**src/hw/rtl/wte_pkg.sv**
```systemverilog
// types and constants shared by the escaper modules
`default_nettype none

package wte_pkg;

  // escape mode codes (bit 1 selects url form encoding)
  localparam logic [1:0] MODE_HTML = 2'd0;
  localparam logic [1:0] MODE_ATTR = 2'd1;
  localparam logic [1:0] MODE_URL  = 2'd2;

  localparam int unsigned MAX_RUN = 6;

  // one classified item: the characters of its escaped run
  typedef struct packed {
    logic [MAX_RUN-1:0][7:0] chars;  // chars[0] goes out first
    logic [2:0]              len;    // 1 to 6
    logic                    last;   // item ends the string
  } run_desc_t;

  // upper-case hex digit for one nibble
  function automatic logic [7:0] hex_digit(input logic [3:0] nib);
    logic [7:0] d;
    if (nib < 4'd10) begin
      d = 8'("0") + {4'd0, nib};
    end else begin
      d = 8'("A") + {4'd0, nib} - 8'd10;
    end
    return d;
  endfunction

endpackage

`default_nettype wire

```
**src/hw/rtl/wte_front.sv**
```systemverilog
// front end: mode register and classification of each byte into a run
`default_nettype none

module wte_front
  import wte_pkg::*;
(
  input  wire logic       clk,
  input  wire logic       rst_n,
  input  wire logic       cfg_we,
  input  wire logic [1:0] cfg_wdata,
  input  wire logic [7:0] in_byte,
  input  wire logic       in_string_end,
  output run_desc_t       desc
);

  logic [1:0]  mode_r;
  logic        is_alnum;
  logic        is_print;
  logic [1:0]  hund;
  logic [6:0]  rem;
  logic [14:0] tens_prod;
  logic [3:0]  tens;
  logic [3:0]  ones;
  logic [7:0]  ch_h;
  logic [7:0]  ch_t;
  logic [7:0]  ch_o;

  // mode register
  always_ff @(posedge clk) begin
    if (!rst_n) begin
      mode_r <= MODE_HTML;
    end else if (cfg_we) begin
      mode_r <= cfg_wdata;
    end
  end

  // character classes
  assign is_alnum = (in_byte >= "0" && in_byte <= "9") ||
                    (in_byte >= "A" && in_byte <= "Z") ||
                    (in_byte >= "a" && in_byte <= "z");
  assign is_print = (in_byte >= 8'h20) && (in_byte <= 8'h7e);

  // decimal digits: hundreds by compare, tens by reciprocal multiply
  always_comb begin
    if (in_byte >= 8'd200) begin
      hund = 2'd2;
    end else if (in_byte >= 8'd100) begin
      hund = 2'd1;
    end else begin
      hund = 2'd0;
    end
    rem       = 7'(in_byte - 8'(hund) * 8'd100);
    tens_prod = 15'(rem) * 15'd205;
    tens      = tens_prod[14:11];
    ones      = 4'(rem - 7'(tens) * 7'd10);
    ch_h      = 8'("0") + {6'd0, hund};
    ch_t      = 8'("0") + {4'd0, tens};
    ch_o      = 8'("0") + {4'd0, ones};
  end

  // build the escaped run
  always_comb begin
    desc      = '0;
    desc.last = in_string_end;
    if (mode_r[1]) begin
      if (in_byte == " ") begin
        desc.chars[0] = "+";
        desc.len      = 3'd1;
      end else if (is_alnum) begin
        desc.chars[0] = in_byte;
        desc.len      = 3'd1;
      end else begin
        desc.chars[0] = "%";
        desc.chars[1] = hex_digit(in_byte[7:4]);
        desc.chars[2] = hex_digit(in_byte[3:0]);
        desc.len      = 3'd3;
      end
    end else begin
      if (in_byte == "&") begin
        desc.chars[0] = "&";
        desc.chars[1] = "a";
        desc.chars[2] = "m";
        desc.chars[3] = "p";
        desc.chars[4] = ";";
        desc.len      = 3'd5;
      end else if (!mode_r[0] && in_byte == "<") begin
        desc.chars[0] = "&";
        desc.chars[1] = "l";
        desc.chars[2] = "t";
        desc.chars[3] = ";";
        desc.len      = 3'd4;
      end else if (mode_r[0] && in_byte == "\"") begin
        desc.chars[0] = "&";
        desc.chars[1] = "q";
        desc.chars[2] = "u";
        desc.chars[3] = "o";
        desc.chars[4] = "t";
        desc.chars[5] = ";";
        desc.len      = 3'd6;
      end else if (is_print) begin
        desc.chars[0] = in_byte;
        desc.len      = 3'd1;
      end else begin
        // numeric entity, no leading zeros
        desc.chars[0] = "&";
        desc.chars[1] = "#";
        if (in_byte >= 8'd100) begin
          desc.chars[2] = ch_h;
          desc.chars[3] = ch_t;
          desc.chars[4] = ch_o;
          desc.chars[5] = ";";
          desc.len      = 3'd6;
        end else if (in_byte >= 8'd10) begin
          desc.chars[2] = ch_t;
          desc.chars[3] = ch_o;
          desc.chars[4] = ";";
          desc.len      = 3'd5;
        end else begin
          desc.chars[2] = ch_o;
          desc.chars[3] = ";";
          desc.len      = 3'd4;
        end
      end
    end
  end

endmodule

`default_nettype wire

```
**src/hw/rtl/wte_queue.sv**
```systemverilog
// short queue of classified runs between front and back
`default_nettype none

module wte_queue
  import wte_pkg::*;
#(
  parameter int unsigned DEPTH = 4
) (
  input  wire logic      clk,
  input  wire logic      rst_n,
  input  wire logic      wr_en,
  input  wire run_desc_t wr_data,
  output logic           q_full,
  output logic           rd_valid,
  output run_desc_t      rd_data,
  input  wire logic      rd_en
);

  localparam int unsigned PTR_W = (DEPTH > 1) ? $clog2(DEPTH) : 1;
  localparam int unsigned CNT_W = $clog2(DEPTH + 1);

  run_desc_t          mem_r [DEPTH];
  logic [PTR_W-1:0]   wr_ptr_r, wr_ptr_nxt;
  logic [PTR_W-1:0]   rd_ptr_r, rd_ptr_nxt;
  logic [CNT_W-1:0]   count_r, count_nxt;
  logic               do_wr;
  logic               do_rd;

  assign q_full   = (count_r == CNT_W'(DEPTH));
  assign rd_valid = (count_r != '0);
  assign rd_data  = mem_r[rd_ptr_r];
  assign do_wr    = wr_en && !q_full;
  assign do_rd    = rd_en && rd_valid;

  // pointer and fill count update
  always_comb begin
    wr_ptr_nxt = wr_ptr_r;
    rd_ptr_nxt = rd_ptr_r;
    count_nxt  = count_r;
    if (do_wr) begin
      wr_ptr_nxt = (wr_ptr_r == PTR_W'(DEPTH - 1)) ? '0 : wr_ptr_r + 1'b1;
    end
    if (do_rd) begin
      rd_ptr_nxt = (rd_ptr_r == PTR_W'(DEPTH - 1)) ? '0 : rd_ptr_r + 1'b1;
    end
    if (do_wr && !do_rd) begin
      count_nxt = count_r + 1'b1;
    end else if (do_rd && !do_wr) begin
      count_nxt = count_r - 1'b1;
    end
  end

  always_ff @(posedge clk) begin
    if (!rst_n) begin
      wr_ptr_r <= '0;
      rd_ptr_r <= '0;
      count_r  <= '0;
    end else begin
      wr_ptr_r <= wr_ptr_nxt;
      rd_ptr_r <= rd_ptr_nxt;
      count_r  <= count_nxt;
    end
  end

  // storage
  always_ff @(posedge clk) begin
    if (do_wr) begin
      mem_r[wr_ptr_r] <= wr_data;
    end
  end

endmodule

`default_nettype wire

```
**src/hw/rtl/wte_back.sv**
```systemverilog
// back end: steps a run into the output register one character per cycle while that register is free
`default_nettype none

module wte_back
  import wte_pkg::*;
(
  input  wire logic       clk,
  input  wire logic       rst_n,
  input  wire logic       q_valid,
  input  wire run_desc_t  q_data,
  output logic            q_take,
  input  wire logic       out_pop,
  output logic            out_empty,
  output logic [7:0]      out_char,
  output logic            out_run_last,
  output logic            out_string_last
);

  run_desc_t  desc_r, desc_nxt;
  logic       busy_r, busy_nxt;
  logic [2:0] idx_r, idx_nxt;
  logic       ov_r, ov_nxt;
  logic [7:0] oc_r, oc_nxt;
  logic       orl_r, orl_nxt;
  logic       osl_r, osl_nxt;
  logic       out_free;
  logic       emit;
  logic       at_last;

  assign out_free = !ov_r || out_pop;
  assign emit     = busy_r && out_free;
  assign at_last  = (idx_r == 3'(desc_r.len - 3'd1));
  assign q_take   = q_valid && (!busy_r || (emit && at_last));

  // run walker and output register
  always_comb begin
    desc_nxt = desc_r;
    busy_nxt = busy_r;
    idx_nxt  = idx_r;
    ov_nxt   = ov_r;
    oc_nxt   = oc_r;
    orl_nxt  = orl_r;
    osl_nxt  = osl_r;
    if (emit) begin
      ov_nxt  = 1'b1;
      oc_nxt  = desc_r.chars[idx_r];
      orl_nxt = at_last;
      osl_nxt = at_last && desc_r.last;
      idx_nxt = idx_r + 3'd1;
      if (at_last) begin
        busy_nxt = 1'b0;
      end
    end else if (out_pop) begin
      ov_nxt = 1'b0;
    end
    if (q_take) begin
      desc_nxt = q_data;
      busy_nxt = 1'b1;
      idx_nxt  = 3'd0;
    end
  end

  always_ff @(posedge clk) begin
    if (!rst_n) begin
      busy_r <= 1'b0;
      idx_r  <= 3'd0;
      ov_r   <= 1'b0;
    end else begin
      busy_r <= busy_nxt;
      idx_r  <= idx_nxt;
      ov_r   <= ov_nxt;
    end
  end

  always_ff @(posedge clk) begin
    desc_r <= desc_nxt;
    oc_r   <= oc_nxt;
    orl_r  <= orl_nxt;
    osl_r  <= osl_nxt;
  end

  assign out_empty       = !ov_r;
  assign out_char        = oc_r;
  assign out_run_last    = orl_r;
  assign out_string_last = osl_r;

endmodule

`default_nettype wire

```
**src/hw/rtl/web_text_escaper_core.sv**
```systemverilog
// top level of the html / attribute / url text escaper
//
// channel  direction  handshake         payload
// input    in         push / full       in_byte[7:0], in_string_end
// output   out        empty / pop       out_char[7:0], out_run_last, out_string_last
// config   in         cfg_we            cfg_wdata[1:0] (escape mode)
//
// one output character per cycle while the output register is free; a run is
// 1 to 6 characters long and is stepped out by the back end's character walker.
// the front classifies a byte in the cycle it is taken and queues the run;
// full rises only when QUEUE_DEPTH runs wait behind the walker.
// reset is synchronous, active low, and empties the queue and output register.
// pop low holds the current character and stalls the walker, not the queue.
`default_nettype none

module web_text_escaper_core
  import wte_pkg::*;
#(
  parameter int unsigned QUEUE_DEPTH = 4
) (
  input  wire logic       clk,
  input  wire logic       rst_n,
  input  wire logic       cfg_we,
  input  wire logic [1:0] cfg_wdata,
  input  wire logic       push,
  output logic            full,
  input  wire logic [7:0] in_byte,
  input  wire logic       in_string_end,
  output logic            empty,
  input  wire logic       pop,
  output logic [7:0]      out_char,
  output logic            out_run_last,
  output logic            out_string_last
);

  run_desc_t front_desc;
  run_desc_t q_data;
  logic      q_valid;
  logic      q_take;

  // classify incoming bytes
  wte_front u_front (
    .clk           (clk),
    .rst_n         (rst_n),
    .cfg_we        (cfg_we),
    .cfg_wdata     (cfg_wdata),
    .in_byte       (in_byte),
    .in_string_end (in_string_end),
    .desc          (front_desc)
  );

  // decouple front and back
  wte_queue #(
    .DEPTH (QUEUE_DEPTH)
  ) u_queue (
    .clk      (clk),
    .rst_n    (rst_n),
    .wr_en    (push),
    .wr_data  (front_desc),
    .q_full   (full),
    .rd_valid (q_valid),
    .rd_data  (q_data),
    .rd_en    (q_take)
  );

  // emit characters
  wte_back u_back (
    .clk             (clk),
    .rst_n           (rst_n),
    .q_valid         (q_valid),
    .q_data          (q_data),
    .q_take          (q_take),
    .out_pop         (pop),
    .out_empty       (empty),
    .out_char        (out_char),
    .out_run_last    (out_run_last),
    .out_string_last (out_string_last)
  );

endmodule

`default_nettype wire

```
**config.mk**
```make
export PLATFORM = sky130hd
export DESIGN_NAME = web_text_escaper_core
export DESIGN_NICKNAME = d
export VERILOG_FILES = /design/src/hw/rtl/wte_pkg.sv /design/src/hw/rtl/wte_front.sv /design/src/hw/rtl/wte_queue.sv /design/src/hw/rtl/wte_back.sv /design/src/hw/rtl/web_text_escaper_core.sv
export SDC_FILE = /design/constraint.sdc
export NUM_CORES = 1
export LEC_CHECK = 0
export ABC_AREA = 1
export BUFFER_PORTS_ARGS = -buffer_cell sky130_fd_sc_hd__buf_2
export CAP_MARGIN = 10
export CORE_ASPECT_RATIO = 1.75
export CORE_UTILIZATION = 30
export DETAILED_ROUTE_END_ITERATION = 6
export PLACE_DENSITY_LB_ADDON = 0.05
export REMOVE_ABC_BUFFERS = 1
export SYNTH_ARGS = -nofsm -noshare
export SYNTH_HDL_FRONTEND = slang
export SYNTH_SLANG_ARGS = --single-unit
```
**constraint.sdc**
```tcl
create_clock -name clk -period 18.5 [get_ports clk]
set_input_delay 3.7 -clock clk [delete_from_list [all_inputs] [get_ports clk]]
set_output_delay 3.7 -clock clk [all_outputs]
set_load 0.02 [all_outputs]
```
---- Word-level counts from Yosys, hierarchy flattened ----
Memory sizes are Yosys's and may differ from the RTL's. A register that Yosys moved wholly into a read port is not among the register bits.
Cells that the tools add are included.
Widths: inputs -> output; s select.
storage, ports and cells
  bits in writable memories ............... 208
  register bits after elaboration ......... 24
  bits of input ports ..................... 16
  memories ................................ 1
  output and inout bits ................... 12
memory list
  memory         words  width  read ports  clocked after Yosys merged registers in  wr ports  line             source
  u_queue.mem_r  4      52     1           1                                        1         wte_queue.sv:22  run_desc_t mem_r [DEPTH];
operators by class
  $lt $le $gt $ge ......................... 14
  muxes and demuxes ....................... 36
  multiply operators ...................... 3
  bitwise logic cells ..................... 1
  equality and inequality tests ........... 8
  reductions and logical operators ........ 31
  $add $sub $neg .......................... 17
operators with widths
  operator              count
  $mux 16               4
  $mux 51               1
  $mux 24               2
  $mux 43               1
  $mux 40               1
  $mux 35               1
  $mux 11               3
  $eq 8x6->1 const B    4
  $mux 8                4
  $add 6x4->7 const A   4
  $mux 27               1
  $bmux 8 s3            1
  $ge 8x7->1 const B    3
  $le 8x7->1 const B    3
  $add 7x4->8 const A   2
  $ge 8x6->1 const B    2
  $sub 8x4->8 const B   2
  $mul 7x8->15 const B  1
  $logic_and 1x1->1     14
  $mux 6                2
  $mux 1                9
  $mux 3                3
  $ge 8x4->1 const B    1
  $ge 8x8->1 const B    1
  22 further kinds      40

---- Depth between registers and ports, before layout ----
Gate-level depths: netlist (run 1).
  word-level depth ........................ 16
  mapped depth ............................ 42

---- Hierarchy ----
A second synthesis (run 1) with hierarchy kept.
second synthesis, totals
  cells, all modules ...................... 1132
  area, all modules ....................... 13728.2 sq um
modules (own cells, without submodules)
  module     times used  area each (sq um)  cells an instance
  wte_queue  1           8750.9             573
  wte_back   1           2617.5             198
  wte_front  1           2359.8             361

---- Worst setup path before layout (run 1) ----
OpenSTA, ideal clock, no wires.
  path kind ............................... in2reg
  start ................................... input in_byte[4]
  end ..................................... memory u_queue.mem_r[0][23] in the netlist's numbering (data pin)
  stages .................................. 39
  required time ........................... 18.235 ns
  path slack .............................. 9.041 ns
  data arrival time ....................... 9.193 ns
  cells stage by stage .................... buf_2 -> inv_2 -> ha_1 -> a21oi_2 -> inv_1 -> nand3_2 -> fa_1 -> nor2_1 -> nor2_1 -> nor2_1 -> xor2_1 -> ha_1 -> ha_1 -> fa_1 -> inv_1 -> fa_1 -> inv_1 -> ha_1 -> (+3 left out) -> nand2_1 -> nand2_1 -> o211ai_1 -> xnor2_1 -> inv_1 -> fa_1 -> xnor2_1 -> inv_1 -> nand3_1 -> nand2_1 -> nand2_2 -> nand2_2 -> nand2_1 -> nand2_1 -> nand2_1 -> nand2_1 -> nand2_1 -> nand2_1
RTL lines
  item             line                         source
  start, declared  web_text_escaper_core.sv:27  input wire logic [7:0] in_byte,
  end, declared    wte_queue.sv:22

==> results of run 1 <==
==> state kept, by name, summed over array words and instances (netlist names) <==
signal and flops:
u_queue.mem_r 156, u_back.desc_r 39, u_back.out_char 8, u_back.idx_r 3
u_queue.count_r 3, u_front.mode_r 2, u_queue.rd_ptr_r 2, u_queue.wr_ptr_r 2
u_back.busy_r 1, u_back.out_run_last 1, u_back.out_string_last 1, u_back.ov_r 1
==> worst max-delay path, delay by kind of cell <==
kind            cells  cell delay (ns)
fa+ha+maj           8             2.99
compound gates      2             0.18
simple gates       18             1.35
buf+inv             8             0.89
xor+xnor            3             0.88
==> how the worst max path moves through the flow <==
| stage | slack, ns | startpoint | to |
|---|---|---|---|
| floorplan | 9.14 | in_byte[5] | u_queue.mem_r[0][23]$_DFFE_PP_ |
| global placement | 8.32 | in_byte[5] | u_queue.mem_r[0][23]$_DFFE_PP_ |
| detailed placement | 8.19 | in_byte[5] | u_queue.mem_r[0][23]$_DFFE_PP_ |
| CTS | 8.73 | in_byte[5] | u_queue.mem_r[1][23]$_DFFE_PP_ |
| global route | 8.20 | in_byte[5] | u_queue.mem_r[1][23]$_DFFE_PP_ |
| finish | 8.75 | in_byte[5] | u_queue.mem_r[1][23]$_DFFE_PP_ |
==> synth_stat cells (all sizes together) (3+ instances only) <==
cell,n,area share [%]
inv,86,3.1
nand3,22,1.3
nor2,125,4.6
nor3,10,0.48
fa,11,2.1
clkbuf,32,1.1
buf,3,0.23
xnor2,5,0.42
nor4,5,0.36
o211ai,3,0.22
nand2,102,4.3
ha,53,6.3
o21ai,118,5.6
o22ai,41,2.5
a21oi,62,3.1
edfxtp,205,59
xor2,8,0.67
dfxtp,14,2.7
a221o,4,0.38
==> power by group through the flow <==
stage                     registers, W  clock network, W  logic (W)
final                         0.000746          0.000467   0.000765
after global routing          0.000757          0.000500   0.000875
after CTS                     0.000749          0.000482   0.000789
after detailed placement      0.000759                 0   0.000787
after global placement        0.000760                 0   0.000789
after floorplan               0.000781                 0   0.000482
==> metal layers <==
layer	vias up	routed length [um]
li1	3358	-
met1	3420	11000
met2	112	16610
met3	30	745
met4	0	634
met5	-	0
==> kinds of logic after synthesis <==
| group | Yosys count | share of synthesized area, % |
|---|---|---|
| simple gates | 270 | 11.64 |
| compound gates | 240 | 12.75 |
| other cells | 1 | 0.03586 |
| xor+xnor | 13 | 1.089 |
| buf+inv | 122 | 4.498 |
| flops | 219 | 61.54 |
| fa+ha+maj | 64 | 8.446 |
==> per-stage QoR <==
step | utilization [%] | hold WS [ns]
4_1_cts | 34.63 | 0.5074
3_3_place_gp | 32.45 | 0.4796
5_1_grt | 34.63 | 0.5268
6_report | 34.63 | 0.4978
2_1_floorplan | - | 0.4480
3_5_place_dp | 32.45 | 0.4979
==> area by class of cell <==
type / count / area (um^2) / area share, %
repair buffers: 41 / 240.2 / 2.013
multi-input cells: 591 / 3601 / 30.17
well taps: 460 / 575.6 / 4.823
clock inverters: 15 / 170.2 / 1.426
flip-flops and latches: 219 / 6437 / 53.94
inverters: 87 / 326.6 / 2.736
clock buffers: 25 / 583.1 / 4.886
==> flow_summary_export.csv, run 1 <==
group,metric,value,unit
clock_network,root_buffer,"clkbuf_16",
sta,finalSetupTns,0,ns
layout,fill_cells,3565,
grt,grt_use_total,17.06,%
clock_network,clkTransAtPathRegs,0.06,ns
layout,final_area,0.01193,mm^2
clock_network,cts_resized,0,
placement,portBuffers,27,
pwr,sw_frac_of_total,37.64,%
pwr,p_leak,4.507,nW
yosys,ys_types,46,
routing,finalWirelength,28990,um
yosys,synth-seq-area-share,61.54,%
sta,relSlewSlack,29.06,%
sta,drv_slew,0,
sta,setup_viol,0,
sta,timing.final.crit_period,9.746,ns
layout,fin_nets,1042,
yosys,syn_inst,929,
placement,dp.cells,1398,
routing,first_iter_violations,272,
routing,drc_errors,0,
floorplanning,rows,90,
pwr,finalPower,0.001978,W
layout,finalNonFillerCells,1438,
grt,met1_usage,18.11,%
routing,vias,6920,
grt,grt_pass1_wl,44310,um
clock_network,cts_buffer_depth,3,
pwr,p_comb_share,38.7,%
layout,drive_gt1_share,12.07,%
sta,final_hold_viol_count,0,
clock_network,post_cts.repair.setup_buffers,0,
yosys,ys_async_sr_fraction,0,%
sta,worst_slack,8.754,ns
hold_path,hold_path_class,"flip-flop to flip-flop",
critical_path,worstReg2RegEnd,"u_queue.count_r[1]$_SDFFE_PN0P_",
layout,layout_commonest_cell,"edfxtp_1",
sta,fmax,102.6,MHz
grt,met3_usage,1.769,%
pwr,p_switching,0.0007443,W
pwr,clkPwrFrac,23.6,%
pwr,ir_drop,0.00008846,V
critical_path,r2r_slack,15.07,ns
yosys,synth.avg_cell_area,11.26,um^2
clock_network,cts_hold_buf,0,
routing,via_per_inst,4.812,
clock_network,cts_tree,"built",
grt,grt.busiest_layer,"met2",
sta,fin_skew,0.01785,ns
grt,grt_max_degree,82,
grt,grt_antenna_before_repair,0,
grt,grtUsageMet2,34.03,%
grt,grt_remaining_overflow,0,
floorplanning,coreArea,0.03446,mm^2
critical_path,cp-start-kind,"input port",
critical_path,crit_top_cell,"nand2_1",
critical_path,critPathSlowestCell,"fa_1",
yosys,synth_edf_count,205,
layout,layout_common_cells,"edfxtp_1, nor2_1, o21ai_0",
pwr,p_int,0.001233,W
placement,gp_congestion,0.8235,
pwr,power_density,165.7,mW/mm^2
critical_path,critical_path_required,18.75,ns
critical_path,arrival,10.00,ns
hold_path,whs_endpoint,"u_queue.count_r[2]$_SDFFE_PN0P_",
sta,rsz0062_at_grt,"no",
clock_network,htreeDepth,1,
sta,fin_crit_sh,52.68,%
layout,areaGrowthSynthToFinish,14.10,%
sta,worstMarginPinSlew,1.054,ns
routing,wl_per_cell,20.16,um
run_status,status,"finished, final reports clean",
critical_path,cpPeakStageDelay,0.51,ns
yosys,synth_area,0.01046,mm^2
floorplanning,initial_core_util,30.35,%
critical_path,rr_startpoint,"u_back.idx_r[0]$_SDFFE_PP0P_",
hold_path,hold_path_depth,2,
layout,antennaDiodeCount,0,
placement,place_area,0.01118,mm^2
yosys,yosys_warnings,0,
critical_path,crit_fanout,7,
pwr,power_frac_seq,37.7,%
yosys,ys.flop_type,"edfxtp_1",
critical_path,r2r_cells,16,
critical_path,worstSetupPathType,"input port to flip-flop",
placement,dpl.hpwl,19670,um
yosys,synth.ff_latch_count,219,
floorplanning,io_pins,28,
routing,firstDrtPassIters,5,
clock_network,insertion_delay,0.52,ns
clock_network,cts_buffers,22,
routing,detail-route-antenna-nets,0,
clock_network,clock-sinks,219,
floorplanning,fp.dieW,143.1,um
grt,grt_pass1_vias,7265,
critical_path,endpoint_kind,"flip-flop",
job,maxCapViolations,0,
floorplanning,dieArea,0.03564,mm^2
placement,dpl_worst_slack,8.192,ns
floorplanning,fp.dieH,249,um
hold_path,min_from,"u_queue.count_r[2]$_SDFFE_PN0P_",
Note: power is estimated with default switching activity, not from simulation.
==> run 2: changes to the inputs <==
--- a/config.mk
+++ b/config.mk
@@ -5,7 +5,7 @@
 export SDC_FILE = /design/constraint.sdc
 export NUM_CORES = 1
 export LEC_CHECK = 0
-export ABC_AREA = 1
+export ABC_AREA = 0
 export BUFFER_PORTS_ARGS = -buffer_cell sky130_fd_sc_hd__buf_2
 export CAP_MARGIN = 10
 export CORE_ASPECT_RATIO = 1.75
==> constraint.sdc (replaced) <==
create_clock -name clk -period 7.9 [get_ports clk]
set_input_delay 1.58 -clock clk [delete_from_list [all_inputs] [get_ports clk]]
set_output_delay 1.58 -clock clk [all_outputs]
set_load 0.02 [all_outputs]
==> run 2 against run 1 <==
  * Cell count is 12% lower
  * Critical endpoint is now u_queue.mem_r[1][39]$_DFFE_PP_
  * Combinational power rose by 140%
  * Die area increased by 1.8%
==> flow_summary_export.csv, run 2 <==
group,metric,value,unit
sta,drv_slew,0,
critical_path,critical_path_cell_count,27,
routing,wl_per_cell,21.81,um
grt,grt_remaining_overflow,0,
sta,finalSetupTns,0,ns
clock_network,clkTransAtPathRegs,0.06,ns
grt,grt_antenna_before_repair,0,
grt,grt_pass1_vias,6962,
floorplanning,io_pins,28,
clock_network,clock-sinks,219,
yosys,syn_inst,709,
sta,timing.final.crit_period,7.609,ns
placement,dpl.hpwl,19060,um
layout,areaGrowthSynthToFinish,16.58,%
placement,gp_congestion,0.8525,
placement,place_area,0.01165,mm^2
yosys,synth.top_cell.area_share,57.81,%
routing,drc_errors,0,
placement,portBuffers,27,
yosys,ys.flop_type,"edfxtp_1",
sta,hold_ws,0.4901,ns
placement,dpl_worst_slack,-0.4083,ns
sta,relSlewSlack,39.69,%
clock_network,htreeDepth,1,
floorplanning,fp.dieW,144.4,um
critical_path,r2r_cells,11,
pwr,p_int,0.003106,W
sta,worst_slack,0.2912,ns
yosys,synth.avg_cell_area,15.02,um^2
clock_network,cts_hold_buf,0,
critical_path,endpoint_kind,"flip-flop",
pwr,sw_frac_of_total,33.05,%
yosys,ys_async_sr_fraction,0,%
critical_path,endpoint,"u_queue.mem_r[1][39]$_DFFE_PP_",
routing,detail-route-antenna-nets,0,
pwr,p_switching,0.001533,W
sta,fin_crit_sh,96.31,%
pwr,clkPwrFrac,22.7,%
floorplanning,dieArea,0.03628,mm^2
pwr,p_leak,4.445,nW
layout,layout_common_cells,"edfxtp_1, buf_4, ha_1",
layout,fill_cells,3432,
critical_path,critPathSlowestCell,"or4b_4",
clock_network,insertion_delay,0.52,ns
yosys,synth_common_cells,"edfxtp_1, ha_1, nand2_1",
critical_path,cp-start-kind,"input port",
sta,fin_skew,0.01452,ns
floorplanning,rows,90,
pwr,power_density,373.7,mW/mm^2
clock_network,root_buffer,"clkbuf_16",
yosys,synth_area,0.01065,mm^2
layout,layout_commonest_cell,"edfxtp_1",
routing,firstDrtPassIters,4,
pwr,p_comb_share,39.9,%
yosys,synth_area_leader_cell,"edfxtp_1",
pwr,power_frac_seq,37.4,%
run_status,status,"finished, final reports clean",
yosys,ys_types,70,
critical_path,startpoint,"in_byte[1]",
layout,fin_nets,869,
job,maxCapViolations,0,
yosys,synth-seq-area-share,60.44,%
critical_path,arrival,7.90,ns
sta,setup_viol,0,
critical_path,critical_path_required,8.19,ns
grt,grt_max_degree,43,
clock_network,cts_buffer_depth,3,
layout,largest_reg_flops,156,
layout,max_flop_register,"u_queue.mem_r",
critical_path,crit_fanout,6,
critical_path,cpPeakStageDelay,0.55,ns
grt,grt_pass1_wl,42100,um
yosys,synth_edf_count,205,
sta,fmax,131.4,MHz
layout,drive_gt1_share,24.91,%
layout,final_area,0.01241,mm^2
pwr,finalPower,0.004640,W
hold_path,hold_path_class,"flip-flop to flip-flop",
layout,antennaDiodeCount,0,
critical_path,rr_startpoint,"u_back.idx_r[1]$_SDFFE_PP0P_",
yosys,yosys_warnings,0,
floorplanning,fp.dieH,251.2,um
critical_path,worstSetupPathType,"input port to flip-flop",
routing,via_per_inst,4.946,
clock_network,cts_tree,"built",
yosys,synth_area_leaders,"edfxtp_1, mux4_2, ha_1",
critical_path,worstReg2RegEnd,"u_queue.count_r[2]$_SDFFE_PN0P_",
critical_path,cp_num_buf_inv,4,
yosys,synth.most_common_cell,"edfxtp_1",
floorplanning,coreArea,0.03468,mm^2
critical_path,crit_family,"adder cells",
routing,vias,6247,
routing,finalWirelength,27550,um
yosys,synth.ff_latch_count,219,
routing,first_iter_violations,284,
clock_network,cts_buffers,22,
floorplanning,initial_core_util,30.70,%
critical_path,r2r_slack,4.70,ns
sta,final_hold_viol_count,0,
pwr,ir_drop,0.0001643,V
sta,worstMarginPinSlew,0.8969,ns
grt,grt_use_total,15.94,%
run 2: cell types whose count changed in the layout (fill, tap and decap cells not counted), moves of 11 or more:
cell	delta
inv_1	-42
nand3_1	-11
mux4_2	+44
nor2_1	-89
buf_4	+44
nand2_1	-42
a21oi_1	-34
o21ai_0	-84
mux2i_1	+14
o22ai_1	-35
run 2: kinds of logic after synthesis:
| logic type | count (synthesis) | share of synthesized area (%) |
|---|---|---|
| flops | 219 | 60.44 |
| simple gates | 152 | 7.355 |
| fa+ha+maj | 64 | 8.295 |
| xor+xnor | 19 | 1.704 |
| mux | 59 | 10.73 |
| other cells | 1 | 0.03521 |
| compound gates | 125 | 8.648 |
| buf+inv | 70 | 2.796 |
run 2: layout make-up:
class                   count  area, um^2  share of cell area (%)
flip-flops and latches    219        6439                   51.86
multi-input cells         423        3969                   31.97
clock buffers              27       590.6                   4.757
well taps                 460       575.6                   4.636
repair buffers             85       570.5                   4.596
inverters                  38       142.6                   1.149
clock inverters            11       127.6                   1.028
run 2: stage by stage:
step	cells	utilization, %
finish	1263	35.79
floorplan	680	-
global placement	1224	33.59
global route	1263	35.79
detailed placement	1224	33.59
CTS	1262	35.66
run 2: routing by layer:
| metal | vias to the layer above | track usage (%) | wire length [um] |
|---|---|---|---|
| li1 | 2885 | - | - |
| met1 | 3218 | 16.36 | 10040 |
| met2 | 106 | 32.14 | 16230 |
| met3 | 38 | 1.238 | 632 |
| met4 | 0 | 6.045 | 643 |
| met5 | - | 0 | 0 |
run 2: repair_timing:
action / 4_1_cts / 5_1_grt
endpoints found under the hold margin: 0 / 0
buffers inserted: 0 / 1
resized for setup: 0 / 9
setup endpoints to repair: 0 / 20
run 2: how the worst min path moves through the flow:
stage,startpoint,to,slack [ns],cells past startpoint
2_1_floorplan,u_back.busy_r$_SDFFE_PN0P_,u_back.ov_r$_SDFFE_PN0P_,0.45,1
4_1_cts,u_back.busy_r$_SDFFE_PN0P_,u_back.ov_r$_SDFFE_PN0P_,0.49,1
3_5_place_dp,u_back.busy_r$_SDFFE_PN0P_,u_back.ov_r$_SDFFE_PN0P_,0.48,1
5_1_grt,u_back.busy_r$_SDFFE_PN0P_,u_back.ov_r$_SDFFE_PN0P_,0.53,1
6_report,u_back.busy_r$_SDFFE_PN0P_,u_back.ov_r$_SDFFE_PN0P_,0.49,1
3_3_place_gp,u_back.busy_r$_SDFFE_PN0P_,u_back.ov_r$_SDFFE_PN0P_,0.46,1
run 2: power groups by stage:
| stage | clock (W) | combinational (W) | sequential, W |
|---|---|---|---|
| after CTS | 0.00109 | 0.00187 | 0.00174 |
| after detailed placement | 0 | 0.00186 | 0.00177 |
| after global placement | 0 | 0.00183 | 0.00176 |
| final | 0.00106 | 0.00185 | 0.00173 |
| after floorplan | 0 | 0.00113 | 0.00181 |
| after global routing | 0.00113 | 0.00206 | 0.00176 |
